## src/rtl/core/mpct_pkg.sv

```systemverilog
package mpct_pkg;

    // Cursor coordinate width, default for the top-level parameter
    localparam int COORD_BITS_DEFAULT = 12;

    // Field widths fixed by the packet format and register map
    localparam int CFG_DATA_BITS  = 13;
    localparam int TIMEOUT_BITS   = 8;
    localparam int BYTE_BITS      = 8;
    localparam int BUTTON_BITS    = 3;
    localparam int DELTA_X_BITS   = 9;
    localparam int DELTA_Y_BITS   = 10;
    localparam int CFG_INDEX_BITS = 2;

    // Header byte layout
    localparam int HDR_SYNC_BIT   = 3;
    localparam int HDR_X_SIGN_BIT = 4;
    localparam int HDR_Y_SIGN_BIT = 5;

    localparam logic [TIMEOUT_BITS-1:0] IDLE_MAX = '1;

    // Register reset values
    localparam logic [CFG_DATA_BITS-1:0] SCREEN_WIDTH_RESET  = 13'd1024;
    localparam logic [CFG_DATA_BITS-1:0] SCREEN_HEIGHT_RESET = 13'd768;
    localparam logic [TIMEOUT_BITS-1:0]  TIMEOUT_RESET       = 8'd20;

    // Input item kinds
    localparam logic CMD_BYTE = 1'b0;
    localparam logic CMD_TICK = 1'b1;

    typedef enum logic [CFG_INDEX_BITS-1:0] {
        CFG_SCREEN_WIDTH  = 2'd0,
        CFG_SCREEN_HEIGHT = 2'd1,
        CFG_TIMEOUT_TICKS = 2'd2
    } cfg_reg_t;

    typedef enum logic [1:0] {
        PH_HEADER = 2'd0,
        PH_X_MOVE = 2'd1,
        PH_Y_MOVE = 2'd2
    } phase_t;

    // Completed-packet report from the assembler
    typedef struct packed {
        logic                    done;
        logic [BUTTON_BITS-1:0]  buttons;
        logic [DELTA_X_BITS-1:0] dx;
        logic [DELTA_Y_BITS-1:0] dy;
    } pkt_t;

endpackage

```

## src/rtl/core/mouse_packet_cursor_tracker.sv

```systemverilog
// Mouse packet cursor tracker. Each input item is either a byte received from
// the mouse (s_cmd = 0) or one timer tick (s_cmd = 1). Three-byte packets are
// assembled: a header byte is taken only with bit 3 set, and a partial packet
// is abandoned when a byte arrives after more than timeout_ticks idle ticks.
// Each completed packet yields one result item with the buttons, the signed
// deltas (vertical negated to screen direction) and the cursor after it is
// moved and clamped to 0 .. screen size - 1. Ticks, dropped bytes and the first
// two packet bytes yield nothing. An item enters an input register and is
// processed from there into the result register, so one item is taken
// every cycle; a pending result only holds back an item that completes a
// packet. Write configuration through the cfg_ port while no item is in flight.
module mouse_packet_cursor_tracker #(
    parameter int COORD_BITS = mpct_pkg::COORD_BITS_DEFAULT
) (
    input  logic                                        aclk,
    input  logic                                        aresetn,

    input  logic                                        cfg_valid,
    output logic                                        cfg_ready,
    input  logic [mpct_pkg::CFG_INDEX_BITS-1:0]         cfg_index,
    input  logic [mpct_pkg::CFG_DATA_BITS-1:0]          cfg_data,

    input  logic                                        s_valid,
    output logic                                        s_ready,
    input  logic                                        s_cmd,
    input  logic [mpct_pkg::BYTE_BITS-1:0]              s_data_byte,

    output logic                                        m_valid,
    input  logic                                        m_ready,
    output logic [mpct_pkg::BUTTON_BITS-1:0]            m_buttons,
    output logic signed [mpct_pkg::DELTA_X_BITS-1:0]    m_delta_x,
    output logic signed [mpct_pkg::DELTA_Y_BITS-1:0]    m_delta_y,
    output logic [COORD_BITS-1:0]                       m_cursor_x,
    output logic [COORD_BITS-1:0]                       m_cursor_y
);

    // Configuration registers
    logic [mpct_pkg::CFG_DATA_BITS-1:0] width_reg, height_reg;
    logic [mpct_pkg::TIMEOUT_BITS-1:0]  timeout_reg;

    // Input register
    logic                               in_valid_reg;
    logic                               in_cmd_reg;
    logic [mpct_pkg::BYTE_BITS-1:0]     in_data_reg;

    // Result register
    logic                               out_valid_reg;
    logic [mpct_pkg::BUTTON_BITS-1:0]   out_buttons_reg;
    logic [mpct_pkg::DELTA_X_BITS-1:0]  out_dx_reg;
    logic [mpct_pkg::DELTA_Y_BITS-1:0]  out_dy_reg;
    logic [COORD_BITS-1:0]              out_x_reg, out_y_reg;

    mpct_pkg::pkt_t                     pkt;
    logic                               fire;
    logic                               update;
    logic [COORD_BITS-1:0]              x_next, y_next;

    assign cfg_ready = 1'b1;

    always_ff @(posedge aclk) begin
        if (!aresetn) begin
            width_reg   <= mpct_pkg::SCREEN_WIDTH_RESET;
            height_reg  <= mpct_pkg::SCREEN_HEIGHT_RESET;
            timeout_reg <= mpct_pkg::TIMEOUT_RESET;
        end else if (cfg_valid) begin
            unique case (cfg_index)
                mpct_pkg::CFG_SCREEN_WIDTH:  width_reg  <= cfg_data;
                mpct_pkg::CFG_SCREEN_HEIGHT: height_reg <= cfg_data;
                mpct_pkg::CFG_TIMEOUT_TICKS:
                    timeout_reg <= cfg_data[mpct_pkg::TIMEOUT_BITS-1:0];
                default: ;  // drop writes beyond the register map
            endcase
        end
    end

    // Process the held item unless it completes a packet while a result waits
    assign fire    = in_valid_reg && (!pkt.done || !out_valid_reg || m_ready);
    assign update  = fire && pkt.done;
    assign s_ready = !in_valid_reg || fire;

    always_ff @(posedge aclk) begin
        if (!aresetn) begin
            in_valid_reg <= 1'b0;
        end else if (s_ready) begin
            in_valid_reg <= s_valid;
        end
    end

    always_ff @(posedge aclk) begin
        if (s_valid && s_ready) begin
            in_cmd_reg  <= s_cmd;
            in_data_reg <= s_data_byte;
        end
    end

    mpct_assembler u_assembler (
        .aclk          (aclk),
        .aresetn       (aresetn),
        .fire          (fire),
        .cmd           (in_cmd_reg),
        .data_byte     (in_data_reg),
        .timeout_ticks (timeout_reg),
        .pkt           (pkt)
    );

    mpct_axis #(
        .COORD_BITS (COORD_BITS),
        .DELTA_BITS (mpct_pkg::DELTA_X_BITS)
    ) u_axis_x (
        .aclk     (aclk),
        .aresetn  (aresetn),
        .update   (update),
        .delta    ($signed(pkt.dx)),
        .size     (width_reg),
        .pos_next (x_next)
    );

    mpct_axis #(
        .COORD_BITS (COORD_BITS),
        .DELTA_BITS (mpct_pkg::DELTA_Y_BITS)
    ) u_axis_y (
        .aclk     (aclk),
        .aresetn  (aresetn),
        .update   (update),
        .delta    ($signed(pkt.dy)),
        .size     (height_reg),
        .pos_next (y_next)
    );

    // Hold the result until taken; a completing packet refills it
    always_ff @(posedge aclk) begin
        if (!aresetn) begin
            out_valid_reg <= 1'b0;
        end else if (update) begin
            out_valid_reg <= 1'b1;
        end else if (m_ready) begin
            out_valid_reg <= 1'b0;
        end
    end

    always_ff @(posedge aclk) begin
        if (update) begin
            out_buttons_reg <= pkt.buttons;
            out_dx_reg      <= pkt.dx;
            out_dy_reg      <= pkt.dy;
            out_x_reg       <= x_next;
            out_y_reg       <= y_next;
        end
    end

    assign m_valid    = out_valid_reg;
    assign m_buttons  = out_buttons_reg;
    assign m_delta_x  = $signed(out_dx_reg);
    assign m_delta_y  = $signed(out_dy_reg);
    assign m_cursor_x = out_x_reg;
    assign m_cursor_y = out_y_reg;

endmodule

```

## src/rtl/core/mpct_assembler.sv

```systemverilog
module mpct_assembler (
    input  logic                                aclk,
    input  logic                                aresetn,
    input  logic                                fire,
    input  logic                                cmd,
    input  logic [mpct_pkg::BYTE_BITS-1:0]      data_byte,
    input  logic [mpct_pkg::TIMEOUT_BITS-1:0]   timeout_ticks,
    output mpct_pkg::pkt_t                      pkt
);

    mpct_pkg::phase_t                      phase_reg, phase_next, phase_eff;
    logic [mpct_pkg::BYTE_BITS-1:0]        header_reg, header_next;
    logic [mpct_pkg::BYTE_BITS-1:0]        x_byte_reg, x_byte_next;
    logic [mpct_pkg::TIMEOUT_BITS-1:0]     idle_reg, idle_next;
    logic [mpct_pkg::DELTA_X_BITS-1:0]     dy_raw;

    always_comb begin
        // Abandon a stale partial packet; an undefined phase waits for a header
        phase_eff = phase_reg;
        unique case (phase_reg)
            mpct_pkg::PH_HEADER: phase_eff = mpct_pkg::PH_HEADER;
            mpct_pkg::PH_X_MOVE,
            mpct_pkg::PH_Y_MOVE: begin
                if (idle_reg > timeout_ticks) begin
                    phase_eff = mpct_pkg::PH_HEADER;
                end
            end
            default: phase_eff = mpct_pkg::PH_HEADER;
        endcase

        // A byte that finds the packet expired drops it even if the byte is dropped too
        phase_next  = phase_eff;
        header_next = header_reg;
        x_byte_next = x_byte_reg;
        idle_next   = idle_reg;
        pkt.done    = 1'b0;

        if (cmd == mpct_pkg::CMD_TICK) begin
            phase_next = phase_reg;
            if (idle_reg != mpct_pkg::IDLE_MAX) begin
                idle_next = idle_reg + 1'b1;
            end
        end else begin
            unique case (phase_eff)
                mpct_pkg::PH_X_MOVE: begin
                    x_byte_next = data_byte;
                    phase_next  = mpct_pkg::PH_Y_MOVE;
                    idle_next   = '0;
                end
                mpct_pkg::PH_Y_MOVE: begin
                    phase_next = mpct_pkg::PH_HEADER;
                    idle_next  = '0;
                    pkt.done   = 1'b1;
                end
                default: begin
                    // Drop a header without the sync bit; header, X byte and idle count untouched
                    if (data_byte[mpct_pkg::HDR_SYNC_BIT]) begin
                        header_next = data_byte;
                        phase_next  = mpct_pkg::PH_X_MOVE;
                        idle_next   = '0;
                    end
                end
            endcase
        end

        pkt.buttons = header_reg[mpct_pkg::BUTTON_BITS-1:0];
        pkt.dx      = {header_reg[mpct_pkg::HDR_X_SIGN_BIT], x_byte_reg};
        dy_raw      = {header_reg[mpct_pkg::HDR_Y_SIGN_BIT], data_byte};
        pkt.dy      = -{dy_raw[mpct_pkg::DELTA_X_BITS-1], dy_raw};
    end

    always_ff @(posedge aclk) begin
        if (!aresetn) begin
            phase_reg  <= mpct_pkg::PH_HEADER;
            header_reg <= '0;
            x_byte_reg <= '0;
            idle_reg   <= '0;
        end else if (fire) begin
            phase_reg  <= phase_next;
            header_reg <= header_next;
            x_byte_reg <= x_byte_next;
            idle_reg   <= idle_next;
        end
    end

endmodule

```

## src/rtl/core/mpct_axis.sv

```systemverilog
module mpct_axis #(
    parameter int COORD_BITS = mpct_pkg::COORD_BITS_DEFAULT,
    parameter int DELTA_BITS = mpct_pkg::DELTA_X_BITS
) (
    input  logic                                 aclk,
    input  logic                                 aresetn,
    input  logic                                 update,
    input  logic signed [DELTA_BITS-1:0]         delta,
    input  logic [mpct_pkg::CFG_DATA_BITS-1:0]   size,
    output logic [COORD_BITS-1:0]                pos_next
);

    localparam int SUM_BITS = ((COORD_BITS > DELTA_BITS) ? COORD_BITS : DELTA_BITS) + 2;
    localparam int LIM_BITS = ((COORD_BITS + 1) > mpct_pkg::CFG_DATA_BITS) ?
                              (COORD_BITS + 1) : mpct_pkg::CFG_DATA_BITS;
    localparam logic [LIM_BITS-1:0] LIM_MAX = LIM_BITS'(1) << COORD_BITS;

    logic [COORD_BITS-1:0]      pos_reg;
    logic [LIM_BITS-1:0]        size_ext, lim, lim_m1;
    logic signed [SUM_BITS-1:0] sum;

    always_comb begin
        size_ext = LIM_BITS'(size);
        if (size_ext == '0) begin
            lim = LIM_BITS'(1);
        end else if (size_ext > LIM_MAX) begin
            lim = LIM_MAX;
        end else begin
            lim = size_ext;
        end
        lim_m1 = lim - 1'b1;

        sum = $signed(SUM_BITS'({1'b0, pos_reg})) + SUM_BITS'(delta);

        if (sum < 0) begin
            pos_next = '0;
        end else if (LIM_BITS'(unsigned'(sum)) >= lim) begin
            pos_next = lim_m1[COORD_BITS-1:0];
        end else begin
            pos_next = sum[COORD_BITS-1:0];
        end
    end

    always_ff @(posedge aclk) begin
        if (!aresetn) begin
            pos_reg <= '0;
        end else if (update) begin
            pos_reg <= pos_next;
        end
    end

endmodule
```

## config.mk

```make
export PLATFORM = sky130hd
export DESIGN_NAME = mouse_packet_cursor_tracker
export DESIGN_NICKNAME = d
export VERILOG_FILES = /design/src/rtl/core/mpct_pkg.sv /design/src/rtl/core/mouse_packet_cursor_tracker.sv /design/src/rtl/core/mpct_assembler.sv /design/src/rtl/core/mpct_axis.sv
export SDC_FILE = /design/constraint.sdc
export NUM_CORES = 1
export LEC_CHECK = 0
export BUFFER_PORTS_ARGS = -buffer_cell sky130_fd_sc_hd__buf_4
export CAP_MARGIN = 0
export CORE_AREA = 4 4 119 121
export DETAILED_ROUTE_END_ITERATION = 10
export DIE_AREA = 0 0 123 125
export PLACE_DENSITY = 0.85
export SYNTH_ARGS = -nofsm -noshare
export SYNTH_HDL_FRONTEND = slang
export SYNTH_HIERARCHICAL = 1
export SYNTH_SLANG_ARGS = --single-unit
```

## constraint.sdc

```tcl
create_clock -name aclk -period 9.4 [get_ports aclk]
set_clock_uncertainty 0.05 [all_clocks]
set_input_delay 0.94 -clock aclk [delete_from_list [all_inputs] [get_ports aclk]]
set_output_delay 0.94 -clock aclk [all_outputs]
set_load 0.05 [all_outputs]
```

# --- After elaboration in Yosys (flattened, before gate mapping) ---
# Index checks and enable logic that the tools add are counted.
word_totals:
  regBits: 139
  input_bits: 29
  output_inout_bits: 49
  wordCells: 84
classes:
  n_addsub: 6
  order_cmp: 7
  eq_ne: 8
  mux: 20
  bitwise_logic: 2
  n_reduce_logical: 23
ops:
  columns: ["cell", "n"]
  rows:
  - ["13-bit two-way mux", 4]
  - ["12-bit two-way mux", 4]
  - ["8-bit two-way mux", 4]
  - ["14-bit by 1-bit less-than comparator with 1-bit output (second input constant)", 2]
  - ["13-bit >= comparator", 2]
  - ["13-bit > comparator (second input constant)", 2]
  - ["13-bit zero test", 2]
  - ["12-bit by 1-bit subtractor with 12-bit output (second input constant)", 2]
  - ["13-bit by 10-bit adder with 14-bit output", 1]
  - ["13-bit by 9-bit adder with 14-bit output", 1]
  - ["10-bit negation", 1]
  - ["8-bit by 1-bit adder with 8-bit output (second input constant)", 1]
  - ["8-bit > comparator", 1]
  - ["8-bit != test (second input constant)", 1]
  - ["2-bit AND reduction", 4]
  - ["2-bit by 1-bit == test with 1-bit output (second input constant)", 3]
  - ["2-bit == test (second input constant)", 3]
  - ["2-bit two-way mux", 3]
  - ["3-bit AND reduction", 2]
  - ["1-bit two-way mux", 4]
  - ["2-bit case mux with 2 select lines", 1]
  - ["4-bit AND reduction", 1]
  - ["2-bit OR reduction", 2]
  - ["1-bit logical AND", 3]
  - ["other kinds (7)", 12]

# --- Depth between registers and ports, before layout ---
depth:
  word_depth: 12
  ltp_mapped: 20
  depth_no_buf: 19

# --- Cells and area by module ---
# Netlist, hierarchy kept.
modules_own_cells:
  columns: ["mod", "instances", "cells_per_inst", "area_per_inst_um2", "seq_area_each_um2"]
  rows:
  - ["mouse_packet_cursor_tracker", 1, 204, 3135.5, 2372.3]
  - ["mpct_axis at u_axis_x", 1, 248, 1946.9, 240.2]
  - ["mpct_axis at u_axis_y", 1, 255, 1825.5, 240.2]
  - ["mpct_assembler", 1, 175, 1453.9, 460.4]

# --- Least setup slack after synthesis ---
# No wires, ideal clock.
synth_path:
  path_kind: "register to register"
  from: "register u_assembler/idle_reg[4] in the netlist's numbering"
  to: "register u_axis_x.pos_reg[10]"
  setup_ns: 0.083
  t_arrival_ns: 4.601
  required_ns: 9.267
  setup_slack_ns: 4.666
  stages_incl_launch_ff: 15
  path_buffers: 1
  synth_period_minus_slack_ns: 4.734
  path_cell_list: "dfxtp_1 ha_1 and4_1 nand4_1 o31ai_1 a31oi_1 or3_1 ha_1 nor2b_1 nand2_1 nor2_1 and2_1 o31ai_4 buf_6 o31ai_4"
synth_lines:
  columns: ["item", "line", "source"]
  rows:
  - ["from (decl)", "mpct_assembler.sv:14", "logic [mpct_pkg::TIMEOUT_BITS-1:0] idle_reg, idle_next;"]
  - ["from (signal assigned)", "mpct_assembler.sv:82", "idle_reg <= idle_next;"]
  - ["to (signal assigned)", "mpct_axis.sv:48", "pos_reg <= pos_next;"]
  - ["to (decl)", "mpct_axis.sv:18", "logic [COORD_BITS-1:0] pos_reg;"]

==> key figures <==
Run status
  • Status: finished clean

STA
  • Final setup vio count: 0
  • Worst Max-Slew Pin Slew: 1.11 ns
  • Post-Route Setup TNS: 0 ns
  • Crit path time final: 4.83 ns
  • Relative slew margins: between 20% and 30%
  • RSZ-0062 raised after global routing: no
  • Setup WS post-layout: roughly 4.6 ns
  • Hold Vio Cnt, Final: 0
  • Max Slew Vio Count: 0
  • Final worst path period share: roughly half
  • Fmax: 207 MHz

Cells and area
  • Share of cells above drive strength 1: 15.1%
  • Final nets: 1036
  • Post-route cell area: ~9500 um2
  • Filler cell count: about 970
  • Antenna cells: 0
  • Area grow syn2layout: 13.3%

Floorplan
  • Die width: roughly 120 um
  • IO Count: 78
  • Site Rows: 42
  • Core area: around 13000 um2
  • Die Y: 125 um
  • Starting Density: a little under two thirds
  • Full die area: between 15000 and 20000 um2

Flow run
  • Max Cap Viol: 0

Clocking
  • CTS buffer count: 17
  • CTS Sinks: 138
  • CTS tree: yes
  • Setup Fix Bufs, Post-CTS: 0
  • CTS H-tree depth: 4
  • Root Driver: clkbuf_16
  • Clk pin slew, worst setup/hold paths: 0.06 ns
  • Worst skew pair latency: 0.42 ns
  • Post-CTS Hold Fix Bufs: 0
  • CTS max path bufs: 2
  • CTS resizes: 0

Setup path
  • Worst r2r src: in_data_reg[3]$_DFFE_PP_
  • Crit-path cells: or4_4 -> nor3_2 -> a21oi_1 -> ha_1 -> a21oi_1 -> a21boi_0 -> a21oi_1 -> nand2b_1 -> ha_1 -> nand4_1 -> nor2_1 -> a2111oi_0 -> o31ai_2 -> buf_4 -> mux2i_1 -> nor2_1
  • WS Path Type: register to register
  • CP max stage cell: or4_4
  • CP delay by family, top: compound AO/OA/AOI/OAI gates
  • Worst path bufs/invs: 1
  • Data required time of the critical path: ~9.5 ns
  • Critical path fanouts, max: 13
  • CP startpoint kind: register
  • Crit. Startpoint: in_data_reg[3]$_DFFE_PP_
  • Slowest Stage Delay on Critical Path: 0.55 ns
  • CP endpoint kind: register
  • CP dominant cell by count: a21oi_1
  • Crit path DAT: 4.94 ns

Power
  • Gate power share: 12.7%
  • Static leakage: about 4 nW
  • Clock share of power: between 40% and 50%
  • Sw frac: about a quarter
  • Flop pwr share: approximately 45%
  • Pint: around 1.1 mW
  • Design Power: 1.46 mW
  • Power per cell area: 154 nW/um2
  • Sw power: 368 uW
  • Maximum vdd drop: 0.135 mV

Logic synthesis
  • Distinct cells, synth: 87
  • Post-synth ARST share: 0%
  • Synth Cell Area: 8360 um2
  • Synth warn: 6
  • Top FF cell, synth: dfxtp_1
  • Synthesized netlist cell count: 882
  • Post-synth EDFFs: 55
  • Sequential element share of the synthesized area: 39.6%
  • Flops & latches, synth: 138
  • Mean Syn Cell Area: 9.48 um2
  • Syn Nets: between 900 and 1000

Placed design
  • Placed inst area: 8920 um2
  • IO Port Bufs: 76
  • DP HPWL: 14300 um
  • Pre-CTS WS: 4.62 ns
  • GPL Wtd Cong: between 0.9 and 1

Detailed routing
  • Via count: 6769
  • Final WL: 19600 um
  • Initial DRC count: 497
  • Number of detailed-route iterations in the first pass: 5
  • Final ANT Viol Nets: 0
  • WL/cell: ~17 um
  • Vias per cell: 6.00
  • DR DRC count: 0

Global route
  • Overall global routing resource usage: 26.3%
  • Largest net degree at the start of global routing: 71
  • Global-route wire length before repair: 31800 um
  • Initial antenna violation count: 0
  • GRT overflow: 0
  • Vias in the first global route: 6356

Min path
  • Hold Crit Start: u_assembler/header_reg[0]$_SDFFE_PN0P_
  • HP Class: register to register
==> per-layer routing <==
metal	up-vias	wire length [um]	global-route usage, %
li1	3278	-	-
met1	3190	8550	35.7
met2	254	8970	39.5
met3	47	1370	6.41
met4	0	708	12.2
met5	-	0	0
==> stage by stage <==
stage,hold WS (ns),instances,utilization (%)
finish,0.399,1128,72.4
global route,0.417,1128,72.4
CTS,0.404,1128,72.4
detailed placement,0.369,1096,68.2
global placement,0.370,1096,68.2
floorplan,0.379,882,-
==> power by group through the flow <==
| stage | registers (mW) | logic (mW) | clock network, mW |
|---|---|---|---|
| floorplan | 0.656 | 0.141 | 0 |
| finish | 0.649 | 0.185 | 0.625 |
| global placement | 0.661 | 0.176 | 0 |
| global route | 0.650 | 0.204 | 0.665 |
| detailed placement | 0.661 | 0.180 | 0 |
| CTS | 0.649 | 0.182 | 0.631 |
==> cells in the final DEF (no fill, tap or decap), types with 5 or more instances in the layout <==
cell type / count
xnor2_1: 22
a21o_1: 8
nor3_2: 5
a21boi_0: 13
buf_4: 78
o21ai_1: 20
nand2b_1: 6
inv_1: 35
or3_1: 9
mux2i_1: 55
nor2_1: 63
o211ai_1: 13
nand4b_1: 5
o31ai_1: 11
nand3_1: 19
edfxtp_1: 55
and3_1: 7
ha_1: 66
nand4_1: 5
o21ai_0: 25
nor4_1: 9
nor3_1: 21
and2_1: 5
dfxtp_1: 83
clkbuf_16: 19
nor2b_1: 15
or2_2: 5
clkbuf_1: 5
o21a_1: 5
nand2_1: 137
xor2_1: 10
a21oi_1: 38
==> Yosys cell counts, drive strengths merged (14+ instances only) <==
cell type	number	area share [%]
a21oi	40	2.6
buf	21	2.2
clkbuf	19	0.87
dfxtp	83	20
edfxtp	55	20
ha	66	9.9
inv	35	1.6
mux2i	55	6.6
nand2	137	6.1
nand3	19	1.1
nor2	65	2.9
nor2b	15	1.1
nor3	27	2.1
o211ai	14	1.3
o21ai	45	2.7
o31ai	15	1.9
xnor2	22	2.3
==> path summary, 6_finish.rpt <==
kind,cells past startpoint,slack [ns],end
worst max-delay path,16,4.57,m_cursor_y[9]$_DFFE_PP_
worst max register to register,16,4.57,m_cursor_y[9]$_DFFE_PP_
worst min register to register,0,0.40,m_buttons[0]$_DFFE_PP_
worst min-delay path,0,0.40,m_buttons[0]$_DFFE_PP_
==> layout make-up <==
cell class	instances	area (um2)	area share (%)
clock buffers	26	522	5.51
clock inverters	6	33.8	0.357
inverters	35	131	1.39
multi-input cells	669	4670	49.3
flip-flops and latches	138	3310	35.0
well taps	176	220	2.32
repair buffers	78	586	6.18
==> cell families after synthesis <==
group / Yosys count / synth area share, %
buffers and inverters: 75 / 4.64
AOI/OAI and AO/OA: 171 / 14.5
muxes: 57 / 6.85
and+or+nand+nor: 340 / 20.6
other: 1 / 0.0448
DFF: 138 / 39.6
xor gates and xnor gates: 32 / 3.35
adders and majority gates: 68 / 10.4
Note: power is estimated with default switching activity, not from simulation.
